$ cat config.mk
export PLATFORM = sky130hd
export DESIGN_NAME = bitmap_page_allocator_core
export DESIGN_NICKNAME = d
export VERILOG_FILES = /design/src/bpa_pkg.sv /design/src/bitmap_page_allocator_core.sv /design/src/bpa_bitmap_ram.sv /design/src/bpa_word_scan.sv
export VERILOG_INCLUDE_DIRS = /design/src /design/src/src
export SDC_FILE = /design/constraint.sdc
export NUM_CORES = 2
export LEC_CHECK = 0
export BUFFER_PORTS_ARGS = -buffer_cell sky130_fd_sc_hd__buf_2
export CAP_MARGIN = 10
export CORE_ASPECT_RATIO = 0.75
export CORE_MARGIN = 1.5
export CORE_UTILIZATION = 50
export DETAILED_ROUTE_END_ITERATION = 6
export PLACE_DENSITY = 0.71
export SLEW_MARGIN = 10
export SYNTH_ARGS = -nofsm -noshare
export SYNTH_HDL_FRONTEND = slang
export SYNTH_SLANG_ARGS = --single-unit
$ cat constraint.sdc
create_clock -name clk_i -period 10.5 [get_ports clk_i]
set_input_delay 1.575 -clock clk_i [delete_from_list [all_inputs] [get_ports clk_i]]
set_output_delay 1.575 -clock clk_i [all_outputs]
set_load 0.05 [all_outputs]
$ cat src/bitmap_page_allocator_core_macros.svh
// ----------------------------------------------------------------------------
// Assertion macros for the bitmap page allocator
// Concurrent assertion wrappers that compile away when SYNTHESIS is defined.
// ----------------------------------------------------------------------------
`ifndef BITMAP_PAGE_ALLOCATOR_CORE_MACROS_SVH
`define BITMAP_PAGE_ALLOCATOR_CORE_MACROS_SVH
`ifndef SYNTHESIS
// Checked on every rising edge of clk_i, quiet while rst_ni is low.
`define BPA_ASSERT(name, prop) \
  name: assert property (@(posedge clk_i) disable iff (!rst_ni) prop) \
    else $error("bpa assertion failed");
// Checked on every rising edge of clk_i, also during reset.
`define BPA_ASSERT_NR(name, prop) \
  name: assert property (@(posedge clk_i) prop) \
    else $error("bpa assertion failed");
`else
`define BPA_ASSERT(name, prop)
`define BPA_ASSERT_NR(name, prop)
`endif
`endif

$ cat src/bpa_pkg.sv
`timescale 1ns / 1ps
// ----------------------------------------------------------------------------
// Bitmap page allocator package
// Shared types, codes and fixed widths of the page allocator.
// ----------------------------------------------------------------------------
package bpa_pkg;

  localparam int COUNT_W    = 11;
  localparam int ADDR_W     = 32;
  localparam int STATUS_W   = 2;
  localparam int BASE_W     = 20;
  localparam int POOL_W     = 11;
  localparam int CFG_IDX_W  = 2;
  localparam int CFG_DATA_W = 32;
  localparam int WORD_W     = 32;
  localparam int WORD_SHIFT = 5;

  localparam logic [BASE_W-1:0] BASE_RESET = 20'd256;
  localparam logic [POOL_W-1:0] POOL_RESET = 11'd1024;

  typedef enum logic [STATUS_W-1:0] {
    STATUS_DONE    = 2'd0,
    STATUS_NOSPACE = 2'd1,
    STATUS_IGNORED = 2'd2,
    STATUS_RANGE   = 2'd3
  } status_e;

  typedef enum logic {
    ACT_ALLOC = 1'b0,
    ACT_FREE  = 1'b1
  } action_e;

  typedef enum logic [CFG_IDX_W-1:0] {
    CFG_POOL_BASE_PAGE = 2'd0,
    CFG_POOL_PAGES     = 2'd1
  } cfg_index_e;

  typedef enum logic [2:0] {
    ST_CLEAR,
    ST_IDLE,
    ST_SCAN,
    ST_FREE_IDX,
    ST_FREE_CHK,
    ST_MARK_RD,
    ST_MARK_WR,
    ST_RESP
  } state_e;

  typedef struct packed {
    logic               action;
    logic [COUNT_W-1:0] page_count;
    logic [ADDR_W-1:0]  page_address;
  } req_t;

  typedef struct packed {
    logic [ADDR_W-1:0]   page_address_out;
    logic [STATUS_W-1:0] status;
  } rsp_t;

  typedef struct packed {
    logic                  found;
    logic [WORD_SHIFT-1:0] pos;
  } scan_res_t;

endpackage

$ cat src/bitmap_page_allocator_core.sv
`timescale 1ns / 1ps
// ----------------------------------------------------------------------------
// Bitmap page allocator core
// First-fit contiguous page allocator over a used-page bitmap held in RAM.
// ----------------------------------------------------------------------------
// Requests enter on the in channel (in_valid_i, in_stall_o, in_i) and each
// one produces exactly one response on the out channel (out_valid_o,
// out_stall_i, out_o). An allocate request scans the bitmap from page 0 one
// 32-page word per cycle, up to the last word covering the pool. A run that
// is found goes through a read of its first word, a read-modify-write of
// each bitmap word it touches and the response state. A failed allocation
// answers once the last word of the pool is scanned; a free checks the
// pool base, then the pool end, before it marks; an ignored request (zero
// count, null free address) goes straight to the response state.
// The block holds in_stall_o high while it works on a request, so it takes
// one request at a time; the throughput is set by the bitmap RAM, with one
// read and one write port, and the word scanner that walks it.
// After reset every page is free: the block first sweeps the bitmap RAM to
// zero, one word per cycle, and stalls the in channel until the sweep ends.
// The cfg channel is always ready; the user must write the pool registers
// only while no request is in flight, which the block itself does not enforce.
// A finished response sits in the output register; a new request is taken
// while it waits, and a second response waits inside the block until the
// receiver lowers out_stall_i.
// ----------------------------------------------------------------------------
`include "bitmap_page_allocator_core_macros.svh"

module bitmap_page_allocator_core
  import bpa_pkg::*;
#(
  parameter int MAX_PAGES  = 1024,
  parameter int PAGE_BYTES = 4096
) (
  input  logic                  clk_i,
  input  logic                  rst_ni,
  input  logic                  in_valid_i,
  output logic                  in_stall_o,
  input  req_t                  in_i,
  output logic                  out_valid_o,
  input  logic                  out_stall_i,
  output rsp_t                  out_o,
  input  logic                  cfg_valid_i,
  output logic                  cfg_ready_o,
  input  logic [CFG_IDX_W-1:0]  cfg_index_i,
  input  logic [CFG_DATA_W-1:0] cfg_data_i
);

  // Bitmap geometry. Page indices keep at least enough bits to split into a
  // word number and a bit position. PAGE_BYTES must be a power of two.
  localparam int WORDS      = (MAX_PAGES + WORD_W - 1) / WORD_W;
  localparam int WADDR_W    = (WORDS > 1) ? $clog2(WORDS) : 1;
  localparam int PCLOG      = $clog2(MAX_PAGES + 1);
  localparam int PIDX_W     = (PCLOG > WORD_SHIFT + 1) ? PCLOG : WORD_SHIFT + 1;
  localparam int PAGE_SHIFT = $clog2(PAGE_BYTES);

  // Control state.
  state_e               state_q, state_d;
  logic [WADDR_W-1:0]   scan_word_q, scan_word_d;
  logic                 out_valid_q, out_valid_d;
  logic [BASE_W-1:0]    base_q;
  logic [POOL_W-1:0]    pool_pages_q;

  // Request and working registers.
  logic [COUNT_W-1:0]   count_q, count_d;
  logic [ADDR_W-1:0]    addr_q, addr_d;
  logic [PIDX_W-1:0]    run_q, run_d;
  logic [PIDX_W-1:0]    lo_q, lo_d;
  logic [PIDX_W-1:0]    hi_q, hi_d;
  logic [WADDR_W-1:0]   mark_word_q, mark_word_d;
  logic                 mark_val_q, mark_val_d;
  logic [ADDR_W-1:0]    idx_q, idx_d;
  logic [ADDR_W-1:0]    res_addr_q, res_addr_d;
  status_e              res_status_q, res_status_d;
  rsp_t                 out_q, out_d;

  // Bitmap RAM port.
  logic                 mem_we;
  logic [WADDR_W-1:0]   mem_waddr;
  logic [WORD_W-1:0]    mem_wdata;
  logic [WADDR_W-1:0]   mem_raddr;
  logic [WORD_W-1:0]    mem_rdata;

  // Derived values.
  logic [PIDX_W-1:0]    npages;
  logic [WADDR_W-1:0]   last_word;
  logic [ADDR_W-1:0]    word_base;
  logic [ADDR_W-1:0]    rem_pages;
  logic [WORD_SHIFT:0]  lim;
  logic [WORD_W-1:0]    oob_mask;
  logic [WORD_W-1:0]    scan_used;
  scan_res_t            scan_res;
  logic [PIDX_W-1:0]    scan_run;
  logic [WADDR_W-1:0]   lo_word;
  logic [WADDR_W-1:0]   hi_word;
  logic [WORD_SHIFT-1:0] mark_lb;
  logic [WORD_SHIFT-1:0] mark_ub;
  logic [WORD_W-1:0]    mark_mask;
  logic [ADDR_W-1:0]    free_pg;
  logic [ADDR_W-1:0]    alloc_end;
  logic                 in_accept;

  assign in_accept   = in_valid_i && !in_stall_o;
  assign in_stall_o  = (state_q != ST_IDLE);
  assign cfg_ready_o = 1'b1;
  assign out_valid_o = out_valid_q;
  assign out_o       = out_q;

  // Pool size, saturated to the bitmap size.
  always_comb begin
    if (32'(pool_pages_q) > 32'(MAX_PAGES)) begin
      npages = PIDX_W'(MAX_PAGES);
    end else begin
      npages = PIDX_W'(pool_pages_q);
    end
    if (npages == '0) begin
      last_word = '0;
    end else begin
      last_word = WADDR_W'((npages - PIDX_W'(1)) >> WORD_SHIFT);
    end
  end

  // Pages at or beyond the pool end read as used while scanning.
  always_comb begin
    word_base = 32'(scan_word_q) << WORD_SHIFT;
    if (32'(npages) > word_base) begin
      rem_pages = 32'(npages) - word_base;
    end else begin
      rem_pages = '0;
    end
    if (rem_pages >= 32'(WORD_W)) begin
      lim = (WORD_SHIFT + 1)'(WORD_W);
    end else begin
      lim = rem_pages[WORD_SHIFT:0];
    end
    for (int j = 0; j < WORD_W; j++) begin
      oob_mask[j] = ((WORD_SHIFT + 1)'(j) >= lim);
    end
    scan_used = mem_rdata | oob_mask;
  end

  bpa_word_scan #(
    .RUN_W (PIDX_W)
  ) u_scan (
    .used_i  (scan_used),
    .run_i   (run_q),
    .count_i (count_q),
    .res_o   (scan_res),
    .run_o   (scan_run)
  );

  // Bit range of the current word that lies inside the run being marked.
  always_comb begin
    lo_word = WADDR_W'(lo_q >> WORD_SHIFT);
    hi_word = WADDR_W'(hi_q >> WORD_SHIFT);
    mark_lb = (mark_word_q == lo_word) ? lo_q[WORD_SHIFT-1:0] : '0;
    mark_ub = (mark_word_q == hi_word) ? hi_q[WORD_SHIFT-1:0] : '1;
    for (int j = 0; j < WORD_W; j++) begin
      mark_mask[j] = (WORD_SHIFT'(j) >= mark_lb) && (WORD_SHIFT'(j) <= mark_ub);
    end
  end

  assign free_pg   = addr_q >> PAGE_SHIFT;
  assign alloc_end = word_base | 32'(scan_res.pos);

  bpa_bitmap_ram #(
    .DEPTH (WORDS),
    .AW    (WADDR_W)
  ) u_ram (
    .clk_i   (clk_i),
    .we_i    (mem_we),
    .waddr_i (mem_waddr),
    .wdata_i (mem_wdata),
    .raddr_i (mem_raddr),
    .rdata_o (mem_rdata)
  );

  // Sequencer: next state, RAM control and working register updates.
  always_comb begin
    state_d      = state_q;
    scan_word_d  = scan_word_q;
    count_d      = count_q;
    addr_d       = addr_q;
    run_d        = run_q;
    lo_d         = lo_q;
    hi_d         = hi_q;
    mark_word_d  = mark_word_q;
    mark_val_d   = mark_val_q;
    idx_d        = idx_q;
    res_addr_d   = res_addr_q;
    res_status_d = res_status_q;
    out_d        = out_q;
    out_valid_d  = out_valid_q && out_stall_i;
    mem_we       = 1'b0;
    mem_waddr    = scan_word_q;
    mem_wdata    = '0;
    mem_raddr    = '0;

    case (state_q)
      ST_CLEAR: begin
        mem_we    = 1'b1;
        mem_waddr = scan_word_q;
        if (scan_word_q == WADDR_W'(WORDS - 1)) begin
          scan_word_d = '0;
          state_d     = ST_IDLE;
        end else begin
          scan_word_d = scan_word_q + WADDR_W'(1);
        end
      end

      ST_IDLE: begin
        // Word 0 is read here so that it is ready on the first scan cycle.
        mem_raddr = '0;
        if (in_accept) begin
          count_d    = in_i.page_count;
          addr_d     = in_i.page_address;
          res_addr_d = '0;
          if (in_i.page_count == '0) begin
            res_status_d = STATUS_IGNORED;
            state_d      = ST_RESP;
          end else if (in_i.action == ACT_ALLOC) begin
            scan_word_d = '0;
            run_d       = '0;
            state_d     = ST_SCAN;
          end else if (in_i.page_address == '0) begin
            res_status_d = STATUS_IGNORED;
            state_d      = ST_RESP;
          end else begin
            state_d = ST_FREE_IDX;
          end
        end
      end

      ST_SCAN: begin
        mem_raddr = scan_word_q + WADDR_W'(1);
        if (scan_res.found) begin
          hi_d         = PIDX_W'(alloc_end);
          lo_d         = PIDX_W'(alloc_end + 32'd1 - 32'(count_q));
          mark_val_d   = 1'b1;
          res_status_d = STATUS_DONE;
          state_d      = ST_MARK_RD;
        end else if (scan_word_q == last_word) begin
          res_addr_d   = '0;
          res_status_d = STATUS_NOSPACE;
          state_d      = ST_RESP;
        end else begin
          scan_word_d = scan_word_q + WADDR_W'(1);
          run_d       = scan_run;
        end
      end

      ST_FREE_IDX: begin
        if (free_pg < 32'(base_q)) begin
          res_status_d = STATUS_RANGE;
          state_d      = ST_RESP;
        end else begin
          idx_d   = free_pg - 32'(base_q);
          state_d = ST_FREE_CHK;
        end
      end

      ST_FREE_CHK: begin
        if ((idx_q > 32'(npages)) ||
            ((33'(idx_q) + 33'(count_q)) > 33'(npages))) begin
          res_status_d = STATUS_RANGE;
          state_d      = ST_RESP;
        end else begin
          lo_d         = PIDX_W'(idx_q);
          hi_d         = PIDX_W'(idx_q + 32'(count_q) - 32'd1);
          mark_val_d   = 1'b0;
          res_status_d = STATUS_DONE;
          state_d      = ST_MARK_RD;
        end
      end

      ST_MARK_RD: begin
        mem_raddr   = lo_word;
        mark_word_d = lo_word;
        if (mark_val_q) begin
          res_addr_d = (32'(base_q) + 32'(lo_q)) << PAGE_SHIFT;
        end
        state_d = ST_MARK_WR;
      end

      ST_MARK_WR: begin
        // Write back the current word while the next one is being read.
        mem_we    = 1'b1;
        mem_waddr = mark_word_q;
        mem_wdata = mark_val_q ? (mem_rdata | mark_mask) : (mem_rdata & ~mark_mask);
        mem_raddr = mark_word_q + WADDR_W'(1);
        if (mark_word_q == hi_word) begin
          state_d = ST_RESP;
        end else begin
          mark_word_d = mark_word_q + WADDR_W'(1);
        end
      end

      ST_RESP: begin
        if (!out_valid_q || !out_stall_i) begin
          out_d.page_address_out = res_addr_q;
          out_d.status           = res_status_q;
          out_valid_d            = 1'b1;
          state_d                = ST_IDLE;
        end
      end

      default: begin
        state_d = ST_IDLE;
      end
    endcase
  end

  always_ff @(posedge clk_i or negedge rst_ni) begin
    if (!rst_ni) begin
      state_q     <= ST_CLEAR;
      scan_word_q <= '0;
      out_valid_q <= 1'b0;
    end else begin
      state_q     <= state_d;
      scan_word_q <= scan_word_d;
      out_valid_q <= out_valid_d;
    end
  end

  always_ff @(posedge clk_i or negedge rst_ni) begin
    if (!rst_ni) begin
      base_q       <= BASE_RESET;
      pool_pages_q <= POOL_RESET;
    end else if (cfg_valid_i && cfg_ready_o) begin
      case (cfg_index_i)
        CFG_POOL_BASE_PAGE: base_q       <= cfg_data_i[BASE_W-1:0];
        CFG_POOL_PAGES:     pool_pages_q <= cfg_data_i[POOL_W-1:0];
        default: begin
        end
      endcase
    end
  end

  always_ff @(posedge clk_i) begin
    count_q      <= count_d;
    addr_q       <= addr_d;
    run_q        <= run_d;
    lo_q         <= lo_d;
    hi_q         <= hi_d;
    mark_word_q  <= mark_word_d;
    mark_val_q   <= mark_val_d;
    idx_q        <= idx_d;
    res_addr_q   <= res_addr_d;
    res_status_q <= res_status_d;
    out_q        <= out_d;
  end

  // The scan never walks past the last word of the pool.
  `BPA_ASSERT(a_scan_in_pool, (state_q == ST_SCAN) |-> (scan_word_q <= last_word))
  // Marking stops at the word holding the last page of the run.
  `BPA_ASSERT(a_mark_in_run, (state_q == ST_MARK_WR) |-> (mark_word_q <= hi_word))
  // A failed allocation never reports an address.
  `BPA_ASSERT(a_nospace_null, (out_valid_o && (out_o.status == STATUS_NOSPACE)) |-> (out_o.page_address_out == '0))
  // A response only appears out of the response state.
  `BPA_ASSERT_NR(a_resp_source, $rose(out_valid_q) |-> ($past(state_q) == ST_RESP))

endmodule

$ cat src/bpa_bitmap_ram.sv
`timescale 1ns / 1ps
// ----------------------------------------------------------------------------
// Bitmap word memory
// One write port and one read port with registered read data.
// ----------------------------------------------------------------------------
module bpa_bitmap_ram
  import bpa_pkg::*;
#(
  parameter int DEPTH = 32,
  parameter int AW    = 5
) (
  input  logic              clk_i,
  input  logic              we_i,
  input  logic [AW-1:0]     waddr_i,
  input  logic [WORD_W-1:0] wdata_i,
  input  logic [AW-1:0]     raddr_i,
  output logic [WORD_W-1:0] rdata_o
);

  logic [WORD_W-1:0] mem_q [DEPTH];
  logic [WORD_W-1:0] rdata_q;

  always_ff @(posedge clk_i) begin
    if (we_i) begin
      mem_q[waddr_i] <= wdata_i;
    end
  end

  always_ff @(posedge clk_i) begin
    rdata_q <= mem_q[raddr_i];
  end

  assign rdata_o = rdata_q;

endmodule

$ cat src/bpa_word_scan.sv
`timescale 1ns / 1ps
// ----------------------------------------------------------------------------
// Bitmap word scanner
// Finds the first page in one word where a free run reaches the request count.
// ----------------------------------------------------------------------------
module bpa_word_scan
  import bpa_pkg::*;
#(
  parameter int RUN_W = 11
) (
  input  logic [WORD_W-1:0]  used_i,
  input  logic [RUN_W-1:0]   run_i,
  input  logic [COUNT_W-1:0] count_i,
  output scan_res_t          res_o,
  output logic [RUN_W-1:0]   run_o
);

  localparam int VAL_W = ((RUN_W > WORD_SHIFT + 1) ? RUN_W : WORD_SHIFT + 1) + 1;
  localparam int CMP_W = (VAL_W > COUNT_W) ? VAL_W : COUNT_W;

  logic [WORD_SHIFT:0] zrun [WORD_W];
  logic [VAL_W-1:0]    run_at [WORD_W];
  logic [WORD_W-1:0]   hit;

  // Zero run ending at each bit: distance to the nearest used bit below it.
  always_comb begin
    for (int j = 0; j < WORD_W; j++) begin
      zrun[j] = (WORD_SHIFT + 1)'(j + 1);
      for (int k = 0; k <= j; k++) begin
        if (used_i[k]) begin
          zrun[j] = (WORD_SHIFT + 1)'(j - k);
        end
      end
      if (zrun[j] == (WORD_SHIFT + 1)'(j + 1)) begin
        run_at[j] = VAL_W'(run_i) + VAL_W'(j + 1);
      end else begin
        run_at[j] = VAL_W'(zrun[j]);
      end
      hit[j] = !used_i[j] && (CMP_W'(run_at[j]) >= CMP_W'(count_i));
    end
  end

  always_comb begin
    res_o.found = |hit;
    res_o.pos   = '0;
    for (int j = WORD_W - 1; j >= 0; j--) begin
      if (hit[j]) begin
        res_o.pos = WORD_SHIFT'(j);
      end
    end
  end

  assign run_o = RUN_W'(run_at[WORD_W-1]);

endmodule

==> results.md <==
* Initial drt markers at 7626
* Outcome: complete, but fails checks
* Gpl congestion at 1.05
* HPWL Detailed at between 150000 and 200000 µm
* Total grt overflow at 0
* Initial antenna violation count at 5
* Clk_lat worst skew at roughly 0.78 ns
* Top delay family on crit path: compound AO/OA/AOI/OAI gates
* Synth Area per Inst at 10.9 µm²
* Antenna Violating Nets Remaining at 0
* Fin crit period at 10.17 ns
* Violated checks: design-rule violations
* Die X at 432 µm
* Fmax at between 0.09 and 0.1 GHz
* Clk_skew at 0.0617 ns
* Starting Density at a little over 50%
* #FFs+latches synth at 1230
* Synthesized instance count at 6365
* Max VDD drop at 0.000247 V
* Post-place setup slack at 0.232 ns
* Hold path start: res_addr_q[15]
* Worst setup path start: pool_pages_q[10]
* Slowest stage delay, CP at 0.75 ns
* CP max-delay cell: a221oi_2
* Nets at 7134
* Clk buf depth at 3
* WL met1 at 116000 µm
* Clk pin slew, worst setup/hold paths at 0.07 ns
* Port buffer count at 94
* EDFF count, synth at 1158
* Syn Std Cell Area at 69100 µm²
* Endpoints failing hold at 0
* CTS buffer count at 113
* Die Span Y at 325 µm
* DRT Wirelength at 251000 µm
* Rel. slew slack at 15.9%
* Sink Count at 1230
* Area grow syn2layout at 11.9%
* Hold crit path type: flip-flop to flip-flop
* DRC Markers at 1
* Ys Warns at 0
* Routed via count at 54442
* PD cells at between 200 and 300 nW/µm²
* CTS tree: yes
* Crit-path most repeated cell: a21o_1
* Util after Layout at 56.7%
* Synth unique cells at 122
* Crit path buf inv count at 7
* DR vias/cell at 6.40
* Final slew viol count at 0
* CORE AREA at 136000 µm²
* CP Capture Type: flip-flop
* Drt wl/cell at 29.5 µm
* Final setup viols at 0
* Share of Yosys cell area claimed by the top area cell type at 50.3%
* Slew @ Worst Pin at 1.25 ns
* Met2 WL at 96600 µm
* FP Rows at 117
* Drt pass-1 iters at 7
* Critical path peak fanout at 8
* Type of the worst setup path: flip-flop to flip-flop
* Final-layout fill cell count at 11472
* Highest Signal Layer: met5
* Largest net degree at the start of global routing at around 190
* Async set-reset flop share out of synthesis at 3.25%
* Reg2reg start: pool_pages_q[10]
* Leak pwr at a little under 0.03 µW
* Hold_buf cts at 0
* WP data required at 10.99 ns
* I/O Pins at 120
* Crit share post-route at between 90% and 100%
* Most used DFF post-synth: edfxtp_1
* Max-capacitance violation count at 0
* CP startpoint kind: flip-flop
* Total track usage at 35.0%
* Register area share after synthesis at 52.7%
* Share of cells above drive strength 1 at between 10% and 20%
* First-pass GRT wire length at roughly 360000 µm
* Worst Path Arrival at about 11 ns
* Area contributors post-synth: edfxtp_1, ha_1, nand2_1, a211oi_1, nor2_1
* Final worst slack at about 0.33 ns
* Die area at 140000 µm²
* Met3 routed wirelength at 33600 µm
* Root buf cell: clkbuf_16
* Htree depth at 3
* Yosys top cell by area: edfxtp_1
* Vias in the first global route at 49438
-- area by class of cell --
cell class,count,area [µm²],share of cell area (%)
Antenna cell,5,12.5,0.0162
Multi-Input combinational cell,4627,31200,40.3
Sequential cell,1230,36400,47.1
Clock buffer,151,3100,4.01
Inverter,136,510,0.660
Clock inverter,59,563,0.728
Tap cell,1844,2310,2.98
Timing Repair Buffer,456,3280,4.24
-- cells in the final DEF, fill, tap and decap left out, types with 28 or more instances in the layout --
| cell | count |
|---|---|
| a21oi_1 | 304 |
| xnor2_1 | 186 |
| ha_1 | 479 |
| and2_1 | 252 |
| nor4_1 | 31 |
| dfrtp_1 | 38 |
| mux2i_1 | 40 |
| o21ai_0 | 209 |
| a21o_1 | 166 |
| xor2_1 | 90 |
| o211ai_1 | 36 |
| nor2b_1 | 63 |
| nand3_1 | 78 |
| nor2_1 | 528 |
| o21a_1 | 49 |
| nor3_1 | 81 |
| or3_1 | 28 |
| nand4_1 | 28 |
| nand2b_1 | 65 |
| dfxtp_1 | 32 |
| and2_0 | 32 |
| edfxtp_1 | 1158 |
| buf_4 | 354 |
| buf_2 | 94 |
| nand2_1 | 767 |
| clkbuf_16 | 114 |
| a311oi_1 | 132 |
| inv_1 | 131 |
| nor2_4 | 34 |
| a211oi_1 | 382 |
| a31oi_1 | 160 |
-- report_power, final --
group	switching [µW]	total, µW	internal [µW]	leakage [µW]
Clock	1860	4100	2230	0.00179
Sequential	429	6570	6140	0.0114
Combinational	7540	10900	3360	0.0157
Total	9830	21600	11700	0.0290
-- layer usage --
metal | track usage [%] | vias to the layer above
met5 | 0.512 | -
met4 | 7.13 | 4
met3 | 10.6 | 345
met2 | 45.3 | 3196
met1 | 56.4 | 26801
li1 | - | 24096
-- sequential cells by signal, summed over array words and instances, names as in the netlist, 10 cells and up --
register / cells
out_o: 22
u_ram.rdata_o: 32
run_q: 11
lo_q: 11
base_q: 20
idx_q: 21
hi_q: 10
u_ram.mem_q: 1024
res_addr_q: 20
count_q: 11
pool_pages_q: 11
addr_q: 20
-- stage by stage --
stage	setup TNS [ns]	hold slack (ns)	power, µW	cell area [µm²]	std cells
after floorplan	0	0.400	13100	69100	6376
after global placement	0	0.402	17000	73500	8284
after detailed placement	0	0.405	17100	73500	8284
after CTS	0	0.419	21200	77200	8494
after global routing	-0.0630	0.424	22500	77300	8505
final	0	0.412	21600	77300	8508
-- kinds of logic (layout without fill, tap and decap cells) --
| family | Yosys count | after routing | share of synthesized area, % |
|---|---|---|---|
| adders and majority gates | 487 | 487 | 8.88 |
| and+or+nand+nor | 2104 | 2104 | 14.1 |
| other | 2 | 18 | 0.0109 |
| DFF | 1230 | 1230 | 52.7 |
| xor gates and xnor gates | 278 | 278 | 3.53 |
| AOI/OAI and AO/OA | 1684 | 1684 | 16.8 |
| muxes | 61 | 61 | 0.938 |
| buffers and inverters | 519 | 802 | 2.98 |
-- worst paths after layout --
check	endpoint	slack [ns]	depth (start not counted)
worst max-delay path	lo_q[9]	0.33	47
worst min-delay path	out_o[17]	0.41	0
worst max register to register	lo_q[9]	0.33	47
worst min register to register	out_o[17]	0.41	0
max in group asynchronous	scan_word_q[4]	8.77	1
min in group asynchronous	base_q[4]	1.02	1
-- synth_stat cells (7+ instances only) --
cell,n
and2_0,32
o2111ai_1,7
a211oi_1,383
or4_1,10
a21o_1,166
nor4_1,33
o22ai_1,16
a21boi_0,19
a21oi_1,309
o21a_1,49
nor3_1,82
xnor2_1,186
clkbuf_1,331
mux2_2,18
xor2_1,91
nor2_1,582
o31ai_1,13
or2_2,11
o211ai_1,36
a221oi_1,10
o21bai_1,25
nand2b_1,65
a31oi_1,161
nor2b_1,63
ha_1,481
and2_1,252
a311oi_1,132
dfrtp_1,38
a211o_1,18
mux2i_1,40
or3_1,28
and3_1,28
nand4_1,28
buf_2,9
o21ai_0,215
a2111oi_0,14
inv_1,131
nand3_1,79
dfxtp_1,32
edfxtp_1,1158
buf_4,18
nand2_1,767
buf_1,21
-- repair_timing --
| action | 4_1_cts | 5_1_grt |
|---|---|---|
| buffers inserted | 0 | 8 |
| setup endpoints to repair | 0 | 4 |
| gates resized for setup | 0 | 19 |
Note: power is estimated with default switching activity, not from simulation.
